<file path="src/design/minmax_contrast_normalize_unit_defines.svh">
// Assertion macros used by the top block to check itself.
`ifndef MINMAX_CONTRAST_NORMALIZE_UNIT_DEFINES_SVH
`define MINMAX_CONTRAST_NORMALIZE_UNIT_DEFINES_SVH

// Same-cycle implication, sampled on clk and off during reset.
`define MCN_ASSERT_IMP(lbl, ante, cons) \
  lbl: assert property (@(posedge clk) disable iff (!rst_n) (ante) |-> (cons)) \
    else $error("minmax contrast normalize: same-cycle check failed");

// Next-cycle implication, sampled on clk and off during reset.
`define MCN_ASSERT_NXT(lbl, ante, cons) \
  lbl: assert property (@(posedge clk) disable iff (!rst_n) (ante) |=> (cons)) \
    else $error("minmax contrast normalize: next-cycle check failed");

`endif

</file>
<file path="src/design/mcn_pkg.sv">
package mcn_pkg;

  localparam int PIX_W     = 8;
  localparam int MAG_W     = 16;
  localparam int CFG_IDX_W = 2;

  localparam logic [CFG_IDX_W-1:0] CFG_TARGET_LOW  = 2'd0;
  localparam logic [CFG_IDX_W-1:0] CFG_TARGET_HIGH = 2'd1;

  localparam logic CMD_MEASURE   = 1'b0;
  localparam logic CMD_NORMALIZE = 1'b1;

  // Operands captured when a normalize item is accepted.
  typedef struct packed {
    logic                    valid;
    logic                    flat;
    logic signed [PIX_W:0]   diff;
    logic signed [PIX_W:0]   scale;
    logic [PIX_W-1:0]        den;
    logic [PIX_W-1:0]        tl;
  } s0_t;

  // Word handed from one divider cell to the next.
  typedef struct packed {
    logic                    valid;
    logic                    neg;
    logic                    flat;
    logic [PIX_W-1:0]        tl;
    logic [PIX_W-1:0]        den;
    logic [PIX_W-1:0]        rem;
    logic [MAG_W-1:0]        dvd;
    logic [MAG_W-1:0]        quo;
  } tok_t;

endpackage

</file>
<file path="src/design/mcn_front.sv">
module mcn_front import mcn_pkg::*; (
  input  logic                 clk,
  input  logic                 rst_n,
  input  logic                 en,
  input  logic                 in_accept,
  input  logic                 command,
  input  logic [PIX_W-1:0]     pixel,
  input  logic                 frame_start,
  input  logic                 cfg_we,
  input  logic [CFG_IDX_W-1:0] cfg_index,
  input  logic [PIX_W-1:0]     cfg_data,
  output s0_t                  s0_o,
  output logic [PIX_W-1:0]     min_o,
  output logic [PIX_W-1:0]     max_o
);

  logic [PIX_W-1:0] tl_r, th_r, min_r, max_r;
  logic             s0_valid_r;
  s0_t              s0_r;
  logic             flat;

  assign flat = (max_r <= min_r);

  always_ff @(posedge clk) begin
    if (!rst_n) begin
      tl_r       <= '0;
      th_r       <= '1;
      min_r      <= '1;
      max_r      <= '0;
      s0_valid_r <= 1'b0;
    end else begin
      if (cfg_we) begin
        unique case (cfg_index)
          CFG_TARGET_LOW:  tl_r <= cfg_data;
          CFG_TARGET_HIGH: th_r <= cfg_data;
          default: ;
        endcase
      end
      if (in_accept && command == CMD_MEASURE) begin
        if (frame_start) begin
          min_r <= pixel;
          max_r <= pixel;
        end else begin
          if (pixel < min_r) min_r <= pixel;
          if (pixel > max_r) max_r <= pixel;
        end
      end
      if (en) s0_valid_r <= in_accept && command == CMD_NORMALIZE;
    end
  end

  always_ff @(posedge clk) begin
    if (en) begin
      s0_r.valid <= 1'b0;
      s0_r.flat  <= flat;
      s0_r.diff  <= $signed({1'b0, pixel}) - $signed({1'b0, min_r});
      s0_r.scale <= $signed({1'b0, th_r}) - $signed({1'b0, tl_r});
      s0_r.den   <= flat ? PIX_W'(1) : max_r - min_r;
      s0_r.tl    <= tl_r;
    end
  end

  always_comb begin
    s0_o       = s0_r;
    s0_o.valid = s0_valid_r;
  end

  assign min_o = min_r;
  assign max_o = max_r;

endmodule

</file>
<file path="src/design/mcn_div_cell.sv">
module mcn_div_cell import mcn_pkg::*; (
  input  logic clk,
  input  logic rst_n,
  input  logic en,
  input  tok_t tok_i,
  output tok_t tok_o
);

  logic [PIX_W:0] trial;
  logic           fits;
  logic           valid_r;
  tok_t           tok_r;
  tok_t           tok_nxt;

  // One restoring step: bring down the next dividend bit.
  assign trial = {tok_i.rem, tok_i.dvd[MAG_W-1]};
  assign fits  = (trial >= {1'b0, tok_i.den});

  always_comb begin
    tok_nxt     = tok_i;
    tok_nxt.rem = fits ? PIX_W'(trial - {1'b0, tok_i.den}) : trial[PIX_W-1:0];
    tok_nxt.dvd = {tok_i.dvd[MAG_W-2:0], 1'b0};
    tok_nxt.quo = {tok_i.quo[MAG_W-2:0], fits};
  end

  always_ff @(posedge clk) begin
    if (!rst_n) begin
      valid_r <= 1'b0;
    end else if (en) begin
      valid_r <= tok_i.valid;
    end
  end

  always_ff @(posedge clk) begin
    if (en) begin
      tok_r <= tok_nxt;
    end
  end

  always_comb begin
    tok_o       = tok_r;
    tok_o.valid = valid_r;
  end

endmodule

</file>
<file path="src/design/minmax_contrast_normalize_unit.sv">
// Channel  Direction  Handshake                Payload
// in       slave      in_tvalid / in_tready    in_tdata, in_tuser
// out      master     out_tvalid / out_tready  out_tdata, out_tuser
// cfg      slave      cfg_valid / cfg_ready    cfg_index, cfg_data
//
// One item is accepted per cycle while the output is not stalled; out_tvalid for a normalize
// item rises after it passes the capture register, which loads at the accepting edge, then one
// multiply stage, sixteen divider cells and the output register.
// Measure items update the statistics at once and leave a bubble in the divider chain.
// A stalled output freezes the whole chain, and in_tready falls with it.
// Reset is synchronous; no clearing pass is needed.
`include "minmax_contrast_normalize_unit_defines.svh"

module minmax_contrast_normalize_unit import mcn_pkg::*; (
  input  logic                 clk,
  input  logic                 rst_n,
  input  logic                 in_tvalid,
  output logic                 in_tready,
  input  logic [7:0]           in_tdata,   // [7:0] pixel_in
  input  logic [1:0]           in_tuser,   // [0] command, [1] frame_start
  output logic                 out_tvalid,
  input  logic                 out_tready,
  output logic [7:0]           out_tdata,  // [7:0] pixel_out
  output logic [0:0]           out_tuser,  // [0] flat_frame
  input  logic                 cfg_valid,
  output logic                 cfg_ready,
  input  logic [CFG_IDX_W-1:0] cfg_index,
  input  logic [7:0]           cfg_data
);

  localparam int NCELL = MAG_W;

  logic                   en;
  logic                   in_accept;
  s0_t                    s0;
  logic [PIX_W-1:0]       run_min, run_max;
  logic signed [17:0]     prod;
  logic signed [17:0]     prod_abs;
  logic                   t1_valid_r;
  tok_t                   t1_r;
  tok_t                   chain_head;
  tok_t                   chain [0:NCELL];
  tok_t                   last;
  logic [MAG_W:0]         q_ceil;
  logic signed [17:0]     q_s;
  logic signed [17:0]     sum;
  logic [PIX_W-1:0]       pix_res;
  logic                   out_valid_r;
  logic [PIX_W-1:0]       out_pix_r;
  logic                   out_flat_r;

  assign en        = !out_valid_r || out_tready;
  assign in_tready = en;
  assign in_accept = in_tvalid && en;
  assign cfg_ready = 1'b1;

  mcn_front u_front (
    .clk         (clk),
    .rst_n       (rst_n),
    .en          (en),
    .in_accept   (in_accept),
    .command     (in_tuser[0]),
    .pixel       (in_tdata),
    .frame_start (in_tuser[1]),
    .cfg_we      (cfg_valid),
    .cfg_index   (cfg_index),
    .cfg_data    (cfg_data),
    .s0_o        (s0),
    .min_o       (run_min),
    .max_o       (run_max)
  );

  assign prod     = s0.diff * s0.scale;
  assign prod_abs = (prod < 0) ? -prod : prod;

  always_ff @(posedge clk) begin
    if (!rst_n) begin
      t1_valid_r <= 1'b0;
    end else if (en) begin
      t1_valid_r <= s0.valid;
    end
  end

  always_ff @(posedge clk) begin
    if (en) begin
      t1_r.valid <= 1'b0;
      t1_r.neg   <= (prod < 0);
      t1_r.flat  <= s0.flat;
      t1_r.tl    <= s0.tl;
      t1_r.den   <= s0.den;
      t1_r.rem   <= '0;
      t1_r.dvd   <= prod_abs[MAG_W-1:0];
      t1_r.quo   <= '0;
    end
  end

  always_comb begin
    chain_head       = t1_r;
    chain_head.valid = t1_valid_r;
  end

  assign chain[0] = chain_head;

  for (genvar i = 0; i < NCELL; i++) begin : g_cell
    mcn_div_cell u_cell (
      .clk   (clk),
      .rst_n (rst_n),
      .en    (en),
      .tok_i (chain[i]),
      .tok_o (chain[i+1])
    );
  end

  assign last = chain[NCELL];

  // Ceiling of a positive quotient rounds up on a remainder; a negative one
  // is the negated floor of the magnitude.
  assign q_ceil = {1'b0, last.quo} + (MAG_W+1)'(!last.neg && last.rem != '0);
  assign q_s    = $signed({1'b0, q_ceil});
  assign sum    = $signed({10'd0, last.tl}) + (last.neg ? -q_s : q_s);

  always_comb begin
    if (sum < 0) begin
      pix_res = '0;
    end else if (sum > 18'sd255) begin
      pix_res = '1;
    end else begin
      pix_res = sum[PIX_W-1:0];
    end
  end

  always_ff @(posedge clk) begin
    if (!rst_n) begin
      out_valid_r <= 1'b0;
    end else if (en) begin
      out_valid_r <= last.valid;
    end
  end

  always_ff @(posedge clk) begin
    if (en) begin
      out_pix_r  <= last.flat ? last.tl : pix_res;
      out_flat_r <= last.flat;
    end
  end

  assign out_tvalid   = out_valid_r;
  assign out_tdata    = out_pix_r;
  assign out_tuser[0] = out_flat_r;

  `MCN_ASSERT_IMP(a_stall_only_on_full_out, !in_tready, out_valid_r && !out_tready)
  `MCN_ASSERT_IMP(a_chain_rem_below_den, last.valid, last.rem < last.den)
  `MCN_ASSERT_NXT(a_frame_restart_flat,
    in_accept && in_tuser[0] == CMD_MEASURE && in_tuser[1], run_min == run_max)

endmodule
</file>
<file path="config.mk">
export PLATFORM = sky130hd
export DESIGN_NAME = minmax_contrast_normalize_unit
export DESIGN_NICKNAME = d
export VERILOG_FILES = /design/src/design/mcn_pkg.sv /design/src/design/mcn_front.sv /design/src/design/mcn_div_cell.sv /design/src/design/minmax_contrast_normalize_unit.sv
export VERILOG_INCLUDE_DIRS = /design/src /design/src/design
export SDC_FILE = /design/constraint.sdc
export NUM_CORES = 2
export LEC_CHECK = 0
export ABC_AREA = 0
export BUFFER_PORTS_ARGS = -buffer_cell sky130_fd_sc_hd__buf_2
export CELL_PAD_IN_SITES_DETAIL_PLACEMENT = 1
export CELL_PAD_IN_SITES_GLOBAL_PLACEMENT = 1
export CORE_MARGIN = 1
export CORE_UTILIZATION = 48
export DETAILED_ROUTE_END_ITERATION = 10
export GPL_TIMING_DRIVEN = 0
export PLACE_DENSITY = 0.88
export SLEW_MARGIN = 20
export SYNTH_ARGS = -nofsm -noshare
export SYNTH_HDL_FRONTEND = slang
export SYNTH_SLANG_ARGS = --single-unit
</file>
<file path="constraint.sdc">
create_clock -name clk -period 24.5 [get_ports clk]
set_input_delay 2.45 -clock clk [delete_from_list [all_inputs] [get_ports clk]]
set_output_delay 2.45 -clock clk [all_outputs]
set_load 0.01 [all_outputs]
</file>
=== After elaboration in Yosys (flattened, before gate mapping) ===
Index checks and enable logic that the tools add are counted.

* $add $sub $neg: 23
* Multipliers: 1
* Magnitude comparators: 22
* Eq/ne operators: 1
* Mux-type cells: 25
* Bitwise operators: 1
* Reduce and logical (&&, ||, !) cells: 15

{| class="wikitable"
|+ Operators by type and width
! operator !! count
|-
| two-way mux 8 bit || 22
|-
| greater-or-equal comparator 9 x 8 -> 1 bit || 15
|-
| subtractor 8 bit || 16
|-
| less-than comparator 18 x 1 -> 1 bit, second input constant || 2
|-
| adder 9 x 18 -> 18 bit || 1
|-
| greater-than comparator 18 x 9 -> 1 bit, second input constant || 1
|-
| multiplier 9 x 9 -> 18 bit || 1
|-
| two-way mux 18 bit || 1
|-
| negator 17 -> 18 bit || 1
|-
| subtractor 8 x 8 -> 9 bit || 2
|-
| adder 16 x 1 -> 17 bit || 1
|-
| two-way mux 16 bit || 1
|-
| negator 16 bit || 1
|-
| greater-or-equal comparator 1 x 8 -> 1 bit || 1
|-
| greater-than comparator 8 bit || 1
|-
| less-or-equal comparator 8 bit || 1
|-
| less-than comparator 8 bit || 1
|-
| AND reduction 2 bit || 4
|-
| nonzero test 8 bit || 1
|-
| subtractor 1 x 8 -> 8 bit || 1
|-
| logical AND 1 bit || 4
|-
| nonzero test 2 bit || 2
|-
| equality test 2 x 1 -> 1 bit, second input constant || 1
|-
| logical NOT 1 bit || 2
|-
| other kinds (4) || 4
|}

* Register bits: 793
* Input bits: 25
* Word-level logic and storage cells: 234

=== Longest topological paths before layout ===
* Word-level depth: 10
* Gate-level depth with buffers: 25

=== Hierarchy ===
Synthesis repeated with hierarchy kept, for this count alone.

* Cells, all modules: 3,087
* Area, all modules: 46,626.0 um2

{| class="wikitable"
|+ Modules (own cells, without submodules)
! module !! times used !! cells each !! area an instance (um2) !! sequential area each (um2)
|-
| mcn_div_cell (g_cell[0].u_cell ...) || 12 || 129 || 2,306.0 || 1,731.7
|-
| mcn_div_cell (g_cell[5].u_cell ...) || 4 || 131 || 2,285.9 || 1,731.7
|-
| minmax_contrast_normalize_unit || 1 || 657 || 6,209.7 || 1,331.3
|-
| mcn_front || 1 || 358 || 3,601.0 || 1,711.6
|}

=== Worst setup path after synthesis ===
No wires, ideal clock.

* Kind: input port to output port
* Start: input out_tready
* End: output in_tready
* Arrival time: 23,034 ps
* Required time: 22,050 ps
* Setup slack: -984 ps
* Cell stages on the path: 4
* Path buffers: 2
* Cell sequence: nor2b_1 -> inv_1 -> clkbuf_1 -> clkbuf_1

* Cells in the longest elaborated chain, start to end: 1

{| class="wikitable"
|+ Ends and longest elaborated chain
! element !! line !! source
|-
| start, declared || minmax_contrast_normalize_unit.sv:22 || <nowiki>input logic out_tready,</nowiki>
|-
| logical OR 1 bit || minmax_contrast_normalize_unit.sv:52 || <nowiki>assign en = !out_valid_r || out_tready;</nowiki>
|-
| end, declared || minmax_contrast_normalize_unit.sv:18 || <nowiki>output logic in_tready,</nowiki>
|}

No other way between the ends.

=== Worst setup path after layout ===
* Start: register u_front.s0_r, in the netlist u_front.s0_o[28]
* End: register t1_r, in the netlist chain[967] (data pin)

* Cells in the longest elaborated chain, start to end: 3
* Elaborated cells on any way between the ends: 4
* Classes of those cells: add/sub (1); mul (1); order compare (1); mux (1)

{| class="wikitable"
|+ Ends and longest elaborated chain
! element !! line !! source
|-
| start, declared || mcn_front.sv:19 || <nowiki>s0_t s0_r;</nowiki>
|-
| multiplier 9 x 9 -> 18 bit (*) || minmax_contrast_normalize_unit.sv:73 || <nowiki>assign prod = s0.diff * s0.scale;</nowiki>
|-
| negator 16 bit or less-than comparator 18 x 1 -> 1 bit (tied branches) || minmax_contrast_normalize_unit.sv:74 || <nowiki>assign prod_abs = (prod < 0) ? -prod : prod;</nowiki>
|-
| two-way mux 16 bit (*) || minmax_contrast_normalize_unit.sv:74 ||
|-
| via prod_abs[7] || minmax_contrast_normalize_unit.sv:38 || <nowiki>logic signed [17:0] prod_abs;</nowiki>
|-
| end, declared || minmax_contrast_normalize_unit.sv:40 || <nowiki>tok_t t1_r;</nowiki>
|}

The timed path passes the listed nets; every way through them passes the cells marked *.
A chain may end at the register's enable or synchronous reset.

==> reports/metrics.csv <==
stage,metric,value,unit
clock_tree,Clock Path Buffers,3,
setup_path,CP peak stage delay,0.52,ns
sta,Final Hold Vio Count,0,
final_layout,# diodes,0,
sta,RSZ-0062 raised after global routing,no,
synth,largest cells by area after synthesis,"edfxtp_1 61%, ha_1 7.0%, fa_1 4.9%, inv_1 3.3%, dfxtp_1 2.8%",
drt,vias per cell,5.431,
grt,GR Util All Layers,19.95,%
synth,commonest cells in the synthesized netlist,"742 x edfxtp_1, 323 x inv_1, 205 x ha_1",
grt,GR Util met2,40.01,%
drt,Avg WL per Cell,20.18,um
placed_design,hpwl dp,52.51,mm
final_layout,nets@finish,3076,
setup_path,Setup crit end kind,register,
clock_tree,root buf cell,clkbuf_16,
floorplan,die area,77560,um^2
floorplan,initial core utilization,48.40,%
setup_path,Worst setup SP type,register,
sta,final setup vio count,0,
synth,most instantiated library cell after synthesis,edfxtp_1,
floorplan,Boundary Pins,37,
grt,GR Overflow Total,0,
floorplan,Die X,278.5,um
synth,asr flop ratio synth,0,%
setup_path,CP top delay family,adder cells,
synth,syn avg cell area,13.95,um^2
clock_tree,Post-CTS Hold Buffers,0,
floorplan,chip height,278.5,um
sta,Least-Margin Pin Slew,0.9957,ns
clock_tree,CTS buffer count,82,
setup_path,Crit path required time,24.87,ns
drt,total number of vias,20637,
clock_tree,clock latency on the worst-skew pair,0.66,ns
drt,starting DRC count in detailed routing,1142,
final_layout,share of post-route cells with drive strength above 1,9.532,%
drt,final wirelength,76.67,mm
synth,Mapped Cells,2630,
placed_design,dpl cells,3651,
synth,register bit total from synthesis,793,
job,Max-Cap Viols,0,
sta,setup TNS,0,ns
sta,Max Clk Rate,149.8,MHz
grt,initial antenna violation count,0,
drt,Detail Route Antenna Nets,0,
grt,largest net degree at the start of global routing,105,
sta,final number of max-transition violations,0,
drt,drt first pass iters,5,
sta,clk_skew,0.03418,ns
clock_tree,Post-CTS Setup Inserts,0,
synth,"Top FF cell, synth",edfxtp_1,
placed_design,Final GP Congestion,0.8236,
run_status,status,"finished, final reports clean",
final_layout,final core occ,54.01,%
setup_path,Crit path buffers/inverters,7,
setup_path,CP Data Arrival Time,7.04,ns
drt,number of remaining DRC errors,0,
placed_design,Post-DP Area,38330,um^2
clock_tree,level count of the clock H-tree,3,
sta,normalized max-slew margin,33.17,%
clock_tree,clock sinks,793,
synth,"EDFF count, synth",742,
grt,GRT busiest layer,met2,
clock_tree,Resize count post-CTS,0,
grt,first-pass GRT wire length,122.0,mm
final_layout,area growth from synthesis to layout,11.60,%
floorplan,row cnt,101,
final_layout,design area,40960,um^2
clock_tree,"Reg clk slew, reported paths",0.06,ns
setup_path,kind of critical path,reg -> reg,
worst_hold_path,worst min path class,reg -> reg,
synth,synth unique cells,74,
grt,vias in the first global route,23584,
synth,yosys warns,0,
setup_path,Worst path slowest cell,fa_1,
placed_design,PortBufs,35,
sta,fin crit period,6.676,ns
final_layout,Finished Layout Cells,3800,
grt,met1 GRT Util,19.75,%
synth,Post-Syn Area,36700,um^2
sta,Final period util,27.25,%
floorplan,Core Region,75820,um^2
grt,GR Util met3,3.064,%
synth,syn_nets,2949,
synth,share of the synthesized area in the top cell type,60.72,%
setup_path,crit-path max FO,10,
clock_tree,CTS tree,built,
synth,register area share after synthesis,63.50,%
synth,Yosys top cell by area,edfxtp_1,
-- layout by cell type (no fill, tap or decap), drive strengths merged, types with 36 or more instances in the layout --
cell type / netlist / layout
xnor2: 74 / 74
dfxtp: 51 / 51
a21boi: 53 / 53
nor2b: 71 / 71
mux2i: 42 / 42
ha: 205 / 205
edfxtp: 742 / 742
clkinv: 1 / 38
nand2: 152 / 152
o21ai: 126 / 126
fa: 89 / 89
nand3: 36 / 36
mux2: 76 / 76
buf: 13 / 56
clkbuf: 44 / 146
inv: 323 / 327
a21oi: 47 / 47
xor2: 47 / 47
nor2: 128 / 128
nand4: 37 / 37
-- stage by stage --
stage	hold WS (ns)	worst slack [ns]
after floorplan	0.4003	9.939
after global placement	0.4005	5.491
after detailed placement	0.4056	17.86
after CTS	0.4087	17.79
after global routing	0.4170	17.32
final	0.4065	17.82
-- per-layer routing --
metal / wire (um) / vias up
met5: 0 / -
met4: 3282 / 0
met3: 2172 / 214
met2: 43720 / 392
met1: 27500 / 10406
li1: - / 9625
-- final timing paths --
path / start / to / slack (ns) / cells after the start
setup / recovery: u_front.s0_o[28]$_DFFE_PN_ / chain[967]$_DFFE_PN_ / 17.82 / 25
hold / removal: g_cell[8].u_cell.tok_o[28]$_DFFE_PN_ / g_cell[9].u_cell.tok_o[29]$_DFFE_PN_ / 0.41 / 0
setup reg to reg: u_front.s0_o[28]$_DFFE_PN_ / chain[967]$_DFFE_PN_ / 17.82 / 25
hold reg to reg: g_cell[8].u_cell.tok_o[28]$_DFFE_PN_ / g_cell[9].u_cell.tok_o[29]$_DFFE_PN_ / 0.41 / 0
-- cell type report --
cell class	count	area (um^2)
clock inverter	47	440.4
fill	7419	34870
tap	978	1224
multi-input combinational	1456	11920
inverter	324	1216
clock buffer	102	2188
timing repair buffer	43	395.4
sequential	793	23300
buffer	57	265.3
-- state kept, by name, indices dropped and copies added (netlist names) --
signal                 flops
u_front.tl_r               8
out_tdata                  8
t1_valid_r                 1
g_cell.u_cell.tok_o      664
chain                     34
u_front.s0_o              35
u_front.s0_valid_r         1
u_front.min_o              8
out_tvalid                 1
u_front.max_o              8
u_front.th_r               8
g_cell.u_cell.valid_r     16
out_tuser                  1
-- kinds of logic after synthesis --
kind of cell             Yosys count  synth area share, %
buffers and inverters            381                4.010
XOR/XNOR                         121                2.888
AO/OA/AOI/OAI                    334                6.052
AND/OR/NAND/NOR                  588                8.220
other                              1              0.01022
multiplexers                     118                3.478
adder cells (fa/ha/maj)          294                11.84
flip-flops                       793                63.50
Power is not shown: default switching activity piles up to over one toggle a cycle in this logic, so the estimate is an artifact.
